**config.mk**
```make
export PLATFORM = sky130hd
export DESIGN_NAME = start_step_stop_bit_decoder
export DESIGN_NICKNAME = d
export VERILOG_FILES = /design/src/hw/rtl/sssd_pkg.sv /design/src/hw/rtl/sssd_in_reg.sv /design/src/hw/rtl/sssd_decode.sv /design/src/hw/rtl/sssd_out_reg.sv /design/src/hw/rtl/start_step_stop_bit_decoder.sv
export SDC_FILE = /design/constraint.sdc
export NUM_CORES = 1
export LEC_CHECK = 0
export ABC_AREA = 0
export BUFFER_PORTS_ARGS = -buffer_cell sky130_fd_sc_hd__buf_2
export CAP_MARGIN = 20
export CORE_ASPECT_RATIO = 1.5
export CORE_MARGIN = 4
export CORE_UTILIZATION = 58
export CTS_CLUSTER_SIZE = 14
export DETAILED_ROUTE_END_ITERATION = 8
export PLACE_DENSITY_LB_ADDON = 0.05
export SLEW_MARGIN = 20
export SYNTH_ARGS = -nofsm -noshare
export SYNTH_HDL_FRONTEND = slang
export SYNTH_SLANG_ARGS = --single-unit
```
**constraint.sdc**
```tcl
create_clock -name i_clk -period 4.85 [get_ports i_clk]
set_input_delay 0.7275 -clock i_clk [delete_from_list [all_inputs] [get_ports i_clk]]
set_output_delay 0.7275 -clock i_clk [all_outputs]
set_load 0.01 [all_outputs]
```
**src/hw/rtl/sssd_pkg.sv**
```systemverilog
// ----------------------------------------------------------------------------
// sssd_pkg: shared types and constants of the start-step-stop bit decoder
// Holds the field widths, the result record and the code tables that map a
// prefix length to its payload length and offset.
// ----------------------------------------------------------------------------
package sssd_pkg;

    localparam int unsigned VALUE_W   = 12;
    localparam int unsigned PAYLOAD_W = 11;
    localparam int unsigned ONES_W    = 3;
    localparam int unsigned INDEX_W   = 4;
    localparam int unsigned CODE_W    = 12;

    localparam logic [ONES_W-1:0] MAX_ONES = 3'd4;

    localparam logic signed [VALUE_W-1:0] STOP_RESET = 12'sd1362;

    typedef struct packed {
        logic                      valid;
        logic signed [VALUE_W-1:0] value;
        logic                      eos;
    } t_result;

    function automatic logic [CODE_W-1:0] code_offset(input logic [ONES_W-1:0] ones);
        logic [CODE_W-1:0] off;
        case (ones)
            3'd0:    off = 12'd0;
            3'd1:    off = 12'd8;
            3'd2:    off = 12'd40;
            3'd3:    off = 12'd168;
            default: off = 12'd680;
        endcase
        return off;
    endfunction

    function automatic logic [INDEX_W-1:0] payload_len(input logic [ONES_W-1:0] ones);
        logic [INDEX_W-1:0] len;
        case (ones)
            3'd0:    len = 4'd3;
            3'd1:    len = 4'd5;
            3'd2:    len = 4'd7;
            3'd3:    len = 4'd9;
            default: len = 4'd11;
        endcase
        return len;
    endfunction

endpackage

```
**src/hw/rtl/sssd_in_reg.sv**
```systemverilog
// ----------------------------------------------------------------------------
// sssd_in_reg: input register
// Captures one code bit per transfer and holds it until the decode stage
// advances.
// ----------------------------------------------------------------------------
module sssd_in_reg (
    input  logic i_clk,
    input  logic i_rst_n,
    input  logic i_valid,
    output logic o_ready,
    input  logic i_bit,
    input  logic i_advance,
    output logic o_valid,
    output logic o_bit
);

    logic r_valid;
    logic r_bit;

    assign o_ready = !r_valid || i_advance;
    assign o_valid = r_valid;
    assign o_bit   = r_bit;

    always_ff @(posedge i_clk) begin
        if (!i_rst_n) begin
            r_valid <= 1'b0;
        end else if (o_ready) begin
            r_valid <= i_valid;
        end
    end

    always_ff @(posedge i_clk) begin
        if (o_ready && i_valid) begin
            r_bit <= i_bit;
        end
    end

endmodule

```
**src/hw/rtl/sssd_decode.sv**
```systemverilog
// ----------------------------------------------------------------------------
// sssd_decode: code state and value decode
// Tracks the prefix and payload of the current code word, and on the last
// payload bit forms the unmapped signed value and checks it against the stop
// value register.
// ----------------------------------------------------------------------------
module sssd_decode (
    input  logic                                i_clk,
    input  logic                                i_rst_n,
    input  logic                                i_cfg_valid,
    input  logic signed [sssd_pkg::VALUE_W-1:0] i_cfg_data,
    input  logic                                i_fire,
    input  logic                                i_bit,
    output sssd_pkg::t_result                   o_res
);

    typedef enum logic [1:0] {
        PH_PREFIX  = 2'd0,
        PH_PAYLOAD = 2'd1,
        PH_DONE    = 2'd2
    } t_phase;

    t_phase                                r_phase,   n_phase;
    logic [sssd_pkg::ONES_W-1:0]           r_ones,    n_ones;
    logic [sssd_pkg::INDEX_W-1:0]          r_index,   n_index;
    logic [sssd_pkg::PAYLOAD_W-1:0]        r_payload, n_payload;
    logic signed [sssd_pkg::VALUE_W-1:0]   r_stop;

    logic [sssd_pkg::PAYLOAD_W-1:0]        w_payload;
    logic [sssd_pkg::INDEX_W-1:0]          w_index;
    logic [sssd_pkg::CODE_W-1:0]           w_code;
    logic [sssd_pkg::VALUE_W-1:0]          w_half;
    logic signed [sssd_pkg::VALUE_W-1:0]   w_value;

    always_comb begin
        w_payload = r_payload;
        if (r_index < 4'(sssd_pkg::PAYLOAD_W)) begin
            w_payload = r_payload
                | (sssd_pkg::PAYLOAD_W'(i_bit) << r_index);
        end
        w_index = r_index + 4'd1;
        w_code  = sssd_pkg::CODE_W'(w_payload) + sssd_pkg::code_offset(r_ones);
        w_half  = {1'b0, w_code[sssd_pkg::CODE_W-1:1]};
        w_value = w_code[0] ? -$signed(w_half) : $signed(w_half);
    end

    always_comb begin
        n_phase   = r_phase;
        n_ones    = r_ones;
        n_index   = r_index;
        n_payload = r_payload;
        o_res     = '0;
        case (r_phase)
            PH_PREFIX: begin
                if (i_bit) begin
                    n_ones = r_ones + 3'd1;
                    if (r_ones + 3'd1 >= sssd_pkg::MAX_ONES) begin
                        n_ones    = sssd_pkg::MAX_ONES;
                        n_phase   = PH_PAYLOAD;
                        n_index   = '0;
                        n_payload = '0;
                    end
                end else begin
                    n_phase   = PH_PAYLOAD;
                    n_index   = '0;
                    n_payload = '0;
                end
            end
            PH_PAYLOAD: begin
                n_payload = w_payload;
                n_index   = w_index;
                if (w_index >= sssd_pkg::payload_len(r_ones)) begin
                    n_phase     = PH_PREFIX;
                    n_ones      = '0;
                    n_index     = '0;
                    n_payload   = '0;
                    o_res.valid = 1'b1;
                    if (w_value == r_stop) begin
                        n_phase   = PH_DONE;
                        o_res.eos = 1'b1;
                    end else begin
                        o_res.value = w_value;
                    end
                end
            end
            default: begin
                n_phase = r_phase;
            end
        endcase
        if (!i_fire) begin
            o_res.valid = 1'b0;
        end
    end

    always_ff @(posedge i_clk) begin
        if (!i_rst_n) begin
            r_phase   <= PH_PREFIX;
            r_ones    <= '0;
            r_index   <= '0;
            r_payload <= '0;
            r_stop    <= sssd_pkg::STOP_RESET;
        end else begin
            if (i_fire) begin
                r_phase   <= n_phase;
                r_ones    <= n_ones;
                r_index   <= n_index;
                r_payload <= n_payload;
            end
            if (i_cfg_valid) begin
                r_stop <= i_cfg_data;
            end
        end
    end

endmodule

```
**src/hw/rtl/sssd_out_reg.sv**
```systemverilog
// ----------------------------------------------------------------------------
// sssd_out_reg: result register
// Holds one decoded result until the downstream side takes it, and tells the
// decode stage when a new result can be loaded.
// ----------------------------------------------------------------------------
module sssd_out_reg (
    input  logic                                i_clk,
    input  logic                                i_rst_n,
    input  sssd_pkg::t_result                   i_res,
    output logic                                o_can_load,
    output logic                                o_valid,
    input  logic                                i_ready,
    output logic signed [sssd_pkg::VALUE_W-1:0] o_value,
    output logic                                o_eos
);

    logic                                r_valid;
    logic signed [sssd_pkg::VALUE_W-1:0] r_value;
    logic                                r_eos;

    assign o_can_load = !r_valid || i_ready;
    assign o_valid    = r_valid;
    assign o_value    = r_value;
    assign o_eos      = r_eos;

    always_ff @(posedge i_clk) begin
        if (!i_rst_n) begin
            r_valid <= 1'b0;
        end else if (o_can_load) begin
            r_valid <= i_res.valid;
        end
    end

    always_ff @(posedge i_clk) begin
        if (o_can_load && i_res.valid) begin
            r_value <= i_res.value;
            r_eos   <= i_res.eos;
        end
    end

endmodule

```
**src/hw/rtl/start_step_stop_bit_decoder.sv**
```systemverilog
// ----------------------------------------------------------------------------
// start_step_stop_bit_decoder: start-step-stop (3,2,11) code decoder
// Decodes a bit-serial prefix code into signed values, code bit 0 as sign.
// ----------------------------------------------------------------------------
// The slave stream takes one code bit per transfer in s_axis_tdata[0]. Each
// code word is a prefix of up to four ones (ended by a zero when shorter),
// then 3 to 11 payload bits, least significant first. When the last payload
// bit of a word is taken, one result leaves on the master stream: the signed
// value in m_axis_tdata[11:0], with m_axis_tlast low. When the value equals
// the stop value, the result carries value 0 with m_axis_tlast high,
// and all later bits are taken and dropped until reset.
// The stop value is written through the config channel, which is always
// ready; write it only while no bits are in flight.
// Throughput is one bit per cycle while the result register is empty or its
// result is being taken. A word's last bit waits in the input register and
// is decoded into the result register when that register can load. When the
// receiver stalls, the result register holds its result and an empty input
// register still takes one more bit; the slave side then deasserts
// s_axis_tready until the result is taken.
// Reset clears the code state, empties both registers and sets the stop
// value back to 1362.
// ----------------------------------------------------------------------------
module start_step_stop_bit_decoder (
    input  logic                                i_clk,
    input  logic                                i_rst_n,
    input  logic                                s_axis_tvalid,
    output logic                                s_axis_tready,
    input  logic [7:0]                          s_axis_tdata,  // [0] code_bit
    output logic                                m_axis_tvalid,
    input  logic                                m_axis_tready,
    output logic [15:0]                         m_axis_tdata,  // [11:0] value
    output logic                                m_axis_tlast,
    input  logic                                i_cfg_valid,
    output logic                                o_cfg_ready,
    input  logic signed [sssd_pkg::VALUE_W-1:0] i_cfg_data
);

    logic                                w_advance;
    logic                                w_in_valid;
    logic                                w_in_bit;
    sssd_pkg::t_result                   w_res;
    logic signed [sssd_pkg::VALUE_W-1:0] w_value;

    assign o_cfg_ready  = 1'b1;
    assign m_axis_tdata = {4'd0, w_value};

    sssd_in_reg u_in_reg (
        .i_clk     (i_clk),
        .i_rst_n   (i_rst_n),
        .i_valid   (s_axis_tvalid),
        .o_ready   (s_axis_tready),
        .i_bit     (s_axis_tdata[0]),
        .i_advance (w_advance),
        .o_valid   (w_in_valid),
        .o_bit     (w_in_bit)
    );

    sssd_decode u_decode (
        .i_clk       (i_clk),
        .i_rst_n     (i_rst_n),
        .i_cfg_valid (i_cfg_valid),
        .i_cfg_data  (i_cfg_data),
        .i_fire      (w_in_valid && w_advance),
        .i_bit       (w_in_bit),
        .o_res       (w_res)
    );

    sssd_out_reg u_out_reg (
        .i_clk      (i_clk),
        .i_rst_n    (i_rst_n),
        .i_res      (w_res),
        .o_can_load (w_advance),
        .o_valid    (m_axis_tvalid),
        .i_ready    (m_axis_tready),
        .o_value    (w_value),
        .o_eos      (m_axis_tlast)
    );

endmodule
```
After elaboration in Yosys (flattened, before gate mapping)
Index checks and enable logic that the tools add are counted.
{ "classes": {"n_reduce_logical": 15, "order_cmp": 3, "n_eq_ne": 8, "add_sub_neg": 4, "muxes": 27, "shifts": 1, "bitwise_logic": 3} }
{ "ops": {"columns": ["op", "count"], "rows": [
  ["$mux 11", 4],
  ["$pmux 10 s4", 1],
  ["$mux 14", 2],
  ["$mux 12", 2],
  ["$pmux 11 s2", 1],
  ["$mux 4", 4],
  ["$pmux 4 s4", 1],
  ["$add 11x10->12", 1],
  ["$eq 12x12->1", 1],
  ["$neg 11->12", 1],
  ["$or 11x11->11", 1],
  ["$shl 1x4->11", 1],
  ["$mux 3", 3],
  ["$mux 2", 4],
  ["$pmux 4 s2", 1],
  ["$reduce_and 4->1", 2],
  ["$eq 3x2->1 const B", 2],
  ["$pmux 3 s2", 1],
  ["$add 4x1->4 const B", 1],
  ["$ge 4x4->1", 1],
  ["$lt 4x4->1 const B", 1],
  ["$pmux 2 s2", 1],
  ["$add 3x1->3 const B", 1],
  ["$eq 3x1->1 const B", 1],
  ["other kinds (16)", 22]
]} }
{ "word_totals": {"word_cells": 71, "register_bits": 48, "output_inout_bits": 20} }

Depth between registers and ports, before layout
Gate-level depths: netlist (run 1).
{ "logic_depth": {"ltp_word": 12, "ltp_mapped": 16, "ltp_nobuf": 15} }

By module
Synthesis (run 1) repeated with hierarchy kept, for this count alone.
{ "hier_totals": {"hier_cells": 352, "area_unflattened_um2": 3305.7} }
{ "by_module_without_submodules": {"columns": ["module", "cells_each", "instances", "seq_area_each_um2", "area_per_inst_um2"], "rows": [
  ["sssd_decode", 320, 1, 640.6, 2718.9],
  ["sssd_out_reg", 18, 1, 410.4, 447.9],
  ["sssd_in_reg", 6, 1, 50.0, 87.6],
  ["start_step_stop_bit_decoder", 8, 1, 0.0, 51.3]
]} }

Least setup slack after synthesis (run 1)
OpenSTA, ideal clock, no wires.
{ "synth_path": {"path_type": "reg2reg", "startpoint": "register u_decode.r_ones[0] (netlist name)", "endpoint": "register u_out_reg.r_value (netlist bit u_out_reg.o_value[11]), data pin", "path_stages_with_launch": 16, "path_slack_ns": 0.776, "t_required_ns": 4.570, "path_buffers": 1, "setup_ns": 0.280, "synth_period_minus_slack_ns": 4.074, "arrival_time_ns": 3.794, "cell_sequence": "dfxtp_1 -> ha_1 -> ha_1 -> nor3_1 -> o21ai_0 -> or2_2 -> ha_1 -> or3_1 -> a2111oi_1 -> nor2_1 -> xor2_1 -> xnor2_1 -> or4_4 -> a2111oi_4 -> buf_6 -> a211oi_2"} }
{ "synth_via": {"elab_chain_cells": 7} }
{ "synth_lines": {"columns": ["element", "line", "text"], "rows": [
  ["start: declaration", "sssd_decode.sv:24", "logic [sssd_pkg::ONES_W-1:0] r_ones, n_ones;"],
  ["start signal: assignment", "sssd_decode.sv:105", "r_ones <= n_ones;"],
  ["$eq 3x2->1 (tied with other cells)", "sssd_pkg.sv:26, sssd_pkg.sv:38", null],
  ["$pmux 10 s4", "sssd_pkg.sv:26", "case (ones)"],
  ["$add 11x10->12", "sssd_decode.sv:42", "w_code = sssd_pkg::CODE_W'(w_payload) + sssd_pkg::code_offset(r_ones);"],
  ["$neg 11->12", "sssd_decode.sv:44", "w_value = w_code[0] ? -$signed(w_half) : $signed(w_half);"],
  ["$mux 12", "sssd_decode.sv:44", null],
  ["$eq 12x12->1", "sssd_decode.sv:78", "if (w_value == r_stop) begin"],
  ["$reduce_or 3->1 (no source line)", null, null],
  ["end signal: assignment", "sssd_out_reg.sv:36", "r_value <= i_res.value;"],
  ["end: declaration", "sssd_out_reg.sv:18", "logic signed [sssd_pkg::VALUE_W-1:0] r_value;"]
]} }
Parallel ways exist; a longest one is shown, timed or not. The select of a mux whose other input is x is not followed.
A chain may end at the register's enable or synchronous reset.

Final worst setup path (run 1)
{ "layout_path": {"startpoint": "register u_decode.r_ones[0] (netlist name)", "endpoint": "register u_out_reg.r_value (netlist bit u_out_reg.o_value[5]), data pin"} }
The elaborated chain is that of the path after synthesis.

==> impl.org, run 1 <==
** Place
- Port buffering added 32 buffers.
- Placed wire-length estimate after detailed placement :: ~5.4 mm
- After detailed placement, the total cell area comes to between 3000 and 4000 µm².
- Routability-driven placement finished with a final weighted congestion of approximately 0.85.

** Yosys
- Proportion of netlist area held by the largest area contributor :: 0.218
- After synthesis the cells add up to between 3000 and 4000 µm².
- Synthesized instance count :: ~330
- Yosys warnings :: 0
- Yosys cell types :: 64
- The commonest cells after synthesis are 44 x sky130_fd_sc_hd__nor2_1, 34 x sky130_fd_sc_hd__dfxtp_1, 26 x sky130_fd_sc_hd__a21oi_1.
- By area the synthesized netlist is led by sky130_fd_sc_hd__dfxtp_1 22%, sky130_fd_sc_hd__edfxtp_1 13%, sky130_fd_sc_hd__ha_1 5.6%, sky130_fd_sc_hd__nor2_1 5.3%, sky130_fd_sc_hd__mux2i_1 4.5%.
- Most repeated cell in the gate-level netlist after synthesis :: sky130_fd_sc_hd__nor2_1
- After synthesis, the share of flip-flops with an asynchronous set or reset is 0.
- For this run, the leading register cell type out of synthesis is sky130_fd_sc_hd__dfxtp_1.
- In this run, synthesis produced a sequential element count of between 40 and 50.
- Averaged over all synthesized cells, the footprint is around 9.5 µm².
- Share of the yosys chip area belonging to registers :: 0.353
- Summed over all instances, the cell type with the most area after synthesis is sky130_fd_sc_hd__dfxtp_1.
- Counting flops with a built-in enable in the synthesized netlist gives 14.

** CTS
- Buffers inserted during clock tree synthesis total 5.
- Buffer levels on the longest clock path :: 2
- Total number of H-tree levels :: 2
- Postcts setup bufs :: 0
- Buffer type at the clock tree root :: sky130_fd_sc_hd__clkbuf_8
- TritonCTS built the clock tree.
- Clk sinks :: 48
- Post-CTS clock slew at the launch and capture registers of the worst setup and hold paths :: around 0.090 ns
- The later pin in the worst-skew pair is clocked with a latency of between 0.3 and 0.4 ns.
- Hold bufs inserted after CTS :: 0

** Floorplanning
- The die covers approximately 6600 µm².
- The initial utilization of the core area, before any placement, comes to 0.604.
- Measured along the x axis, the die boundary spans 67.9 µm.
- Measured along the y axis, the die boundary spans a little under 100 µm.
- Ports :: between 40 and 50
- Number of placement rows :: 32
- In this run the standard cell core region covers between 5000 and 6000 µm².

** Global route
- The number of antenna violations at the first check in global routing came to 0.
- The via count of the first global-routing pass came to 2326.
- Maximum number of pins on one net before global-route repair :: 17
- The first global-routing pass estimated between 10 and 15 mm of wire.
- Leftover overflow at the end of global routing :: 0
- Aggregate global-route resource usage :: 0.214

** Hold path
- Hold Path End :: u_decode.r_payload[9]
- In this run the worst hold path is classified as flip-flop to flip-flop.
- Worst Hold Launch :: u_decode.r_payload[9]
- Hold path depth :: 2

** STA
- Transition time at the pin with the least slew margin :: ~1.0 ns
- The clock period could shrink to between 4 and 5 ns.
- Setup repair after global routing left no endpoint under its margin.
- Across all hold checks on the routed design, the worst slack comes to 0.480 ns.
- Slew headroom :: 0.317
- Timing would allow up to between 200 and 250 MHz.
- Final period util :: 0.906
- Largest clock skew in the final design :: between 0.005 and 0.006 ns
- Total count of max-transition violations in the final report :: 0
- For the final routed database, the setup TNS stands at 0 ns.
- Endpoints failing setup :: 0
- Number of failing hold endpoints at the final stage :: 0

** Cells and area
- The area growth from synthesis to layout is 10.5%.
- The filler cells instantiated in the layout total between 400 and 500.
- Share of final-layout standard cells stronger than drive strength 1 :: 0.222
- Core utilization of the finished layout :: 0.668
- Final cell area excluding filler cells :: 3450 µm²
- The final layout contains 399 nets.
- The number of antenna diodes in the final layout is 0.

** Power and ir drop
- VDD sags by at most about 0.15 mV.
- Leakage power summed over all cells :: approximately 1.4 nW
- Power Density :: roughly 270 nW/µm²
- Power comes to around 0.93 mW.

** Detailed routing
- The routed layout has 2453 vias.
- The count of nets left with antenna violations once routing finished came out at 0.
- In the routed layout, each cell is associated on average with a via count of roughly 5.7.
- Routed WL per cell :: around 16 µm
- DRC :: 0
- Before antenna repair, the detailed router went through 4 iterations.
- In this run, the number of DRC markers left after iteration 0 of detailed routing was approximately 110.
- Post-detailed-routing wire length :: 6.80 mm

** Critical path
- CP Launch Type :: flip-flop
- Number of cells on the worst reg-to-reg path :: 15
- In this run the critical register-to-register path is captured at u_out_reg.o_value[5].
- The critical path is of the flip-flop to flip-flop type.
- In this run the register-to-register setup slack is about 0.46 ns.
- Critical Path Sink Type :: flip-flop
- Data arrival time at the worst-slack endpoint :: between 4 and 5 ns
- RR Startpoint :: u_decode.r_ones[0]
- In this run the worst path has a maximum fanout of 13.
- Endpoint required time on the critical path :: approximately 4.9 ns

** Status
- Outcome :: complete, no violations

** Flow run
- Across the run, the number of max-cap violations was 0.
[worst max-delay path, cell delays in order, from the launching register on]
cell	delay (ns)
sky130_fd_sc_hd__dfxtp_1	0.41
sky130_fd_sc_hd__inv_1	0.10
sky130_fd_sc_hd__ha_1	0.23
sky130_fd_sc_hd__nor3_1	0.16
sky130_fd_sc_hd__o21ai_0	0.17
sky130_fd_sc_hd__or2_2	0.33
sky130_fd_sc_hd__ha_1	0.25
sky130_fd_sc_hd__ha_1	0.35
sky130_fd_sc_hd__nor3b_1	0.27
sky130_fd_sc_hd__nor2b_1	0.39
sky130_fd_sc_hd__nand4_1	0.19
sky130_fd_sc_hd__a2111o_1	0.36
sky130_fd_sc_hd__a31o_1	0.26
sky130_fd_sc_hd__a2111oi_4	0.30
sky130_fd_sc_hd__buf_4	0.27
sky130_fd_sc_hd__a211oi_2	0.09
[how the worst max path moves through the flow]
stage | start | endpoint | slack, ns | depth (start not counted)
after floorplan | u_decode.r_ones[0] | u_out_reg.o_value[11] | 0.78 | 15
after global placement | u_decode.r_ones[0] | u_out_reg.o_value[1] | 0.36 | 14
after detailed placement | u_decode.r_ones[0] | u_out_reg.o_value[3] | 0.31 | 14
after CTS | u_decode.r_ones[0] | u_out_reg.o_value[5] | 0.26 | 14
after global routing | u_decode.r_ones[0] | u_out_reg.o_value[11] | 0.17 | 14
final | u_decode.r_ones[0] | u_out_reg.o_value[5] | 0.46 | 15
[flip-flops by register name (all words and copies together), names as in the netlist]
name and cells:
u_out_reg.o_valid 1, u_in_reg.o_valid 1, u_decode.r_index 4, u_in_reg.o_bit 1
u_decode.r_stop 12, u_out_reg.o_eos 1, u_out_reg.o_value 12, u_decode.r_phase 2
u_decode.r_ones 3, u_decode.r_payload 11
[metal layers]
| metal | global-route usage | up-vias | routed length, µm |
|---|---|---|---|
| met3 | 0.0311 | 15 | 217 |
| met2 | 0.403 | 53 | 3760 |
| li1 | - | 1248 | - |
| met4 | 0.0934 | 0 | 213 |
| met5 | 0 | - | 0 |
| met1 | 0.223 | 1137 | 2600 |
[repair_timing]
item / 4_1_cts / 5_1_grt
endpoints found under the setup margin: 0 / 10
hold endpoints to repair: 0 / 0
resized for setup: 0 / 1
[through the flow]
step | cells | worst slack, ns
2_1_floorplan | 331 | 0.776
3_3_place_gp | 421 | 0.356
3_5_place_dp | 421 | 0.313
4_1_cts | 429 | 0.264
5_1_grt | 429 | 0.168
6_report | 429 | 0.456
[where the power goes]
part,internal [mW],switching (mW)
registers,0.420,0.0119
logic,0.0820,0.116
clock network,0.155,0.143
total,0.658,0.271
[cells by family after synthesis]
group	share of synthesized area
adders and majority gates	0.0561
DFF	0.353
muxes	0.0449
AOI/OAI and AO/OA	0.217
buffers and inverters	0.0489
other	0.00241
and+or+nand+nor	0.176
xor gates and xnor gates	0.101
[placed cells by master (no fill, tap or decap), types with 4 or more instances in the layout]
| master | netlist | routed |
|---|---|---|
| sky130_fd_sc_hd__a21o_1 | 6 | 6 |
| sky130_fd_sc_hd__nor2b_1 | 5 | 5 |
| sky130_fd_sc_hd__dfxtp_1 | 34 | 34 |
| sky130_fd_sc_hd__xnor3_1 | 4 | 4 |
| sky130_fd_sc_hd__nor3_1 | 5 | 5 |
| sky130_fd_sc_hd__buf_4 | 6 | 9 |
| sky130_fd_sc_hd__nand4_1 | 5 | 5 |
| sky130_fd_sc_hd__xor2_1 | 11 | 11 |
| sky130_fd_sc_hd__edfxtp_1 | 14 | 14 |
| sky130_fd_sc_hd__o21ai_0 | 6 | 6 |
| sky130_fd_sc_hd__nor2_1 | 44 | 44 |
| sky130_fd_sc_hd__nand2b_1 | 6 | 6 |
| sky130_fd_sc_hd__conb_1 | 2 | 5 |
| sky130_fd_sc_hd__clkbuf_8 | 0 | 5 |
| sky130_fd_sc_hd__xnor2_1 | 13 | 13 |
| sky130_fd_sc_hd__a21oi_1 | 26 | 26 |
| sky130_fd_sc_hd__a211oi_1 | 4 | 4 |
| sky130_fd_sc_hd__nand2_1 | 13 | 13 |
| sky130_fd_sc_hd__buf_2 | 2 | 32 |
| sky130_fd_sc_hd__inv_1 | 10 | 10 |
| sky130_fd_sc_hd__a211oi_2 | 9 | 9 |
| sky130_fd_sc_hd__ha_1 | 14 | 14 |
| sky130_fd_sc_hd__mux2i_1 | 14 | 14 |
| sky130_fd_sc_hd__a31oi_1 | 5 | 5 |
| sky130_fd_sc_hd__nand3_1 | 4 | 4 |
[layout make-up]
class	instances	area [µm²]	area share
multi-input cells	254	1880	0.546
flip-flops and latches	48	1100	0.319
clock inverters	3	46.3	0.0134
well taps	68	85.1	0.0247
repair buffers	41	228	0.0660
inverters	10	37.5	0.0109
clock buffers	5	68.8	0.0199
Power figures use the tool's default switching activity.
==> run 2, diff against run 1 <==
--- a/config.mk
+++ b/config.mk
@@ -14,6 +14,7 @@
 export CTS_CLUSTER_SIZE = 14
 export DETAILED_ROUTE_END_ITERATION = 8
 export PLACE_DENSITY_LB_ADDON = 0.05
+export REMOVE_ABC_BUFFERS = 1
 export SLEW_MARGIN = 20
 export SYNTH_ARGS = -nofsm -noshare
 export SYNTH_HDL_FRONTEND = slang
==> run 2 against run 1 <==
  * Combinational power about the same
  * Non-clock buffer count down 2
  * Global-route usage up 0.054 points
  * Design area down 0.80%
  * Critical endpoint is now u_out_reg.o_value[1]
  * Worst setup slack worse by 0.22 ns
  * Via count up 1.3%
  * Sequential cell count unchanged
  * Register-to-register slack worse by 0.22 ns
  * Clock-buffer cell count up 1
  * Worst hold slack worse by 0.0035 ns
  * Sequential share of layout area up 0.26 points
==> impl.org, run 2 (synthesis gave the netlist of run 1 again) <==
** Power and ir drop
- Of the total power, registers draw 0.469.
- Leakage power summed over all cells :: approximately 1.4 nW
- The share of total power dissipated in combinational logic is 0.218.
- Net switching fraction of the power :: 0.285
- Power spread over the standard cell area amounts to around 270 nW/µm².
- Maximum ir drop on the vdd rail :: between 0.2 and 0.25 mV
- The share of total power dissipated in the clock network is 0.313.
- Switching component of the power :: 0.262 mW
- The internal portion of the total power is 0.656 mW.

** Floorplanning
- Core Box Area :: slightly above 5000 µm²
- Die outline area :: approximately 6600 µm²
- Ports :: 45
- Number of placement rows :: 32
- Die Span Y :: between 90 and 100 µm
- From left edge to right edge, the die measures a little under 70 µm.
- The initial utilization of the core area, before any placement, comes to 0.604.

** STA
- Derived from the worst setup path, the maximum achievable clock frequency is 217 MHz.
- Unrepaired setup endpoints after global routing :: no
- Post-route setup slack :: approximately 0.23 ns
- WHS :: roughly 0.48 ns
- The count of endpoints failing hold in the final timing report came to 0.
- The worst pin sits at a relative slew slack of 0.367.
- Total count of max-transition violations in the final report :: 0
- Final period util :: 0.952
- Transition time at the pin with the least slew margin :: 0.942 ns
- The routed design could run at a clock period as short as about 4.6 ns.
- Largest clock skew in the final design :: 0.00793 ns
- Adding up every negative setup slack in the final design gives 0 ns.
- Setup violations remaining at the end of the flow were counted as 0.

** Place
- Input/output buffers :: 32
- The HPWL after detailed placement is approximately 5.4 mm.
- Pre-CTS setup slack :: roughly 0.28 ns
- RD Place Congestion :: ~0.86
- After detailed placement, the design holds a cell count of 419.

** Global route
- The via count of the first global-routing pass is around 2400.
- Leftover overflow at the end of global routing :: 0
- Aggregate global-route resource usage :: 0.215
- Antenna violations before repair :: 0
- Wire length of the first global-routing pass :: ~11 mm
- Entering global routing, the biggest net connects 16 pins.

** Critical path
- STA classifies the critical path endpoint as a flip-flop.
- Data arrives at the worst endpoint at around 4.6 ns.
- Worst setup path startpoint :: u_decode.r_ones[0]
- In this run the critical register-to-register path is captured at u_out_reg.o_value[1].
- In this run the worst setup path terminates at u_out_reg.o_value[1].
- CP max FO :: 13
- Counting cells, the worst reg-to-reg path comes to 16.
- The worst setup path is launched from a flip-flop.
- Crit Path Class :: flip-flop to flip-flop
- At the worst endpoint, the required time is between 4 and 5 ns.
- The startpoint identified for the worst register-to-register timing path is u_decode.r_ones[0].
- Register-to-register path setup slack :: between 0.2 and 0.25 ns

** Cells and area
- Layout Nets :: about 400
- Share of final-layout standard cells stronger than drive strength 1 :: 0.212
- Antenna Cells :: 0
- Top library cells by usage in the layout, fill and taps aside :: 44 x sky130_fd_sc_hd__nor2_1, 34 x sky130_fd_sc_hd__dfxtp_1, 32 x sky130_fd_sc_hd__buf_2
- For this run, the number of standard cells in the final layout without fillers is 427.
- Area grow syn2layout :: 9.66%
- The library cell used most frequently in the layout, excluding fill and tap cells, is sky130_fd_sc_hd__nor2_1.

** Hold path
- Hold path depth :: 2
- Class of the most critical hold timing path :: flip-flop to flip-flop

** Detailed routing
- Across all layers, the routed design uses about 2500 vias.
- Count of antenna-violating nets left after detailed routing :: 0
- Post-DR vias/cell :: 5.82
- DRC :: 0
- In the final routed layout, each cell accounts on average for between 15 and 20 µm.
- The first routing iteration left 105 violations.
- Before antenna repair, the detailed router went through 5 iterations.
- The final layout contains routed wiring with a total length of between 6 and 7 mm.

** CTS
- TritonCTS built the clock tree.
- Clk sinks :: 48
- After clock tree synthesis, the setup repair step added 0 buffers.
- Number of buffers inserted during clock tree synthesis :: 5
- The clock passes through at most 2 buffers.
- After clock tree synthesis, the repair step resized 0 gates.
- The clock reaches the later pin of the worst-skew pair after roughly 0.3 ns.
- Clock tree synthesis selected as its root buffer the cell sky130_fd_sc_hd__clkbuf_8.
- The number of hold buffers added after CTS was 0.
- The H-tree was split into 2 levels.
- Clock-pin slew was measured on the worst setup and hold paths at roughly 0.090 ns.

** Flow run
- Max Cap Violations :: 0

** Status
- The run finished with clean final reports.
-- run 2: stage by stage --
| step | utilization | cell area (µm²) | total power [mW] |
|---|---|---|---|
| floorplan | - | 3020 | 0.582 |
| global placement | 0.642 | 3320 | 0.632 |
| detailed placement | 0.642 | 3320 | 0.637 |
| CTS | 0.663 | 3420 | 0.920 |
| global route | 0.663 | 3420 | 0.957 |
| finish | 0.663 | 3420 | 0.918 |
-- run 2: final cells by class --
class	count	area (µm²)
Inverter	10	37.5
Clock buffer	6	72.6
Multi-Input combinational cell	254	1880
Sequential cell	48	1100
Tap cell	68	85.1
Fill cell	453	1740
Timing Repair Buffer	39	213
Clock inverter	2	35.0
-- run 2: power groups by stage --
stage | logic, mW | registers (mW) | clock network, mW
after global routing | 0.217 | 0.432 | 0.308
after CTS | 0.199 | 0.430 | 0.290
after global placement | 0.193 | 0.439 | 0
final | 0.200 | 0.430 | 0.287
after detailed placement | 0.197 | 0.440 | 0
after floorplan | 0.145 | 0.437 | 0
-- run 2: worst min-delay path by stage --
stage	start	to
floorplan	u_decode.r_payload[5]	u_decode.r_payload[5]
global route	u_decode.r_payload[10]	u_decode.r_payload[10]
detailed placement	u_decode.r_payload[3]	u_decode.r_payload[3]
finish	u_decode.r_payload[10]	u_decode.r_payload[10]
CTS	u_decode.r_payload[10]	u_decode.r_payload[10]
global placement	u_decode.r_payload[3]	u_decode.r_payload[3]
-- run 2: worst max-delay path: stages (launching register included) --
cell and delay, ns:
sky130_fd_sc_hd__dfxtp_1 0.41, sky130_fd_sc_hd__inv_1 0.10, sky130_fd_sc_hd__ha_1 0.23, sky130_fd_sc_hd__nor3_1 0.15, sky130_fd_sc_hd__o21ai_0 0.16, sky130_fd_sc_hd__or2_2 0.31, sky130_fd_sc_hd__ha_1 0.25, sky130_fd_sc_hd__ha_1 0.22
sky130_fd_sc_hd__a21oi_1 0.26, sky130_fd_sc_hd__a211oi_2 0.11, sky130_fd_sc_hd__xnor2_1 0.50, sky130_fd_sc_hd__nand3_1 0.25, sky130_fd_sc_hd__o41ai_2 0.48, sky130_fd_sc_hd__xnor2_1 0.22, sky130_fd_sc_hd__a2111oi_4 0.30, sky130_fd_sc_hd__buf_4 0.28
sky130_fd_sc_hd__a211oi_1 0.10
-- run 2: metal layers --
metal / wire length [µm] / share of wire / track usage
met3: 256 / 0.037 / 0.0357
met4: 240 / 0.035 / 0.0949
met5: 0 / 0 / 0
met1: 2700 / 0.39 / 0.231
met2: 3640 / 0.53 / 0.392
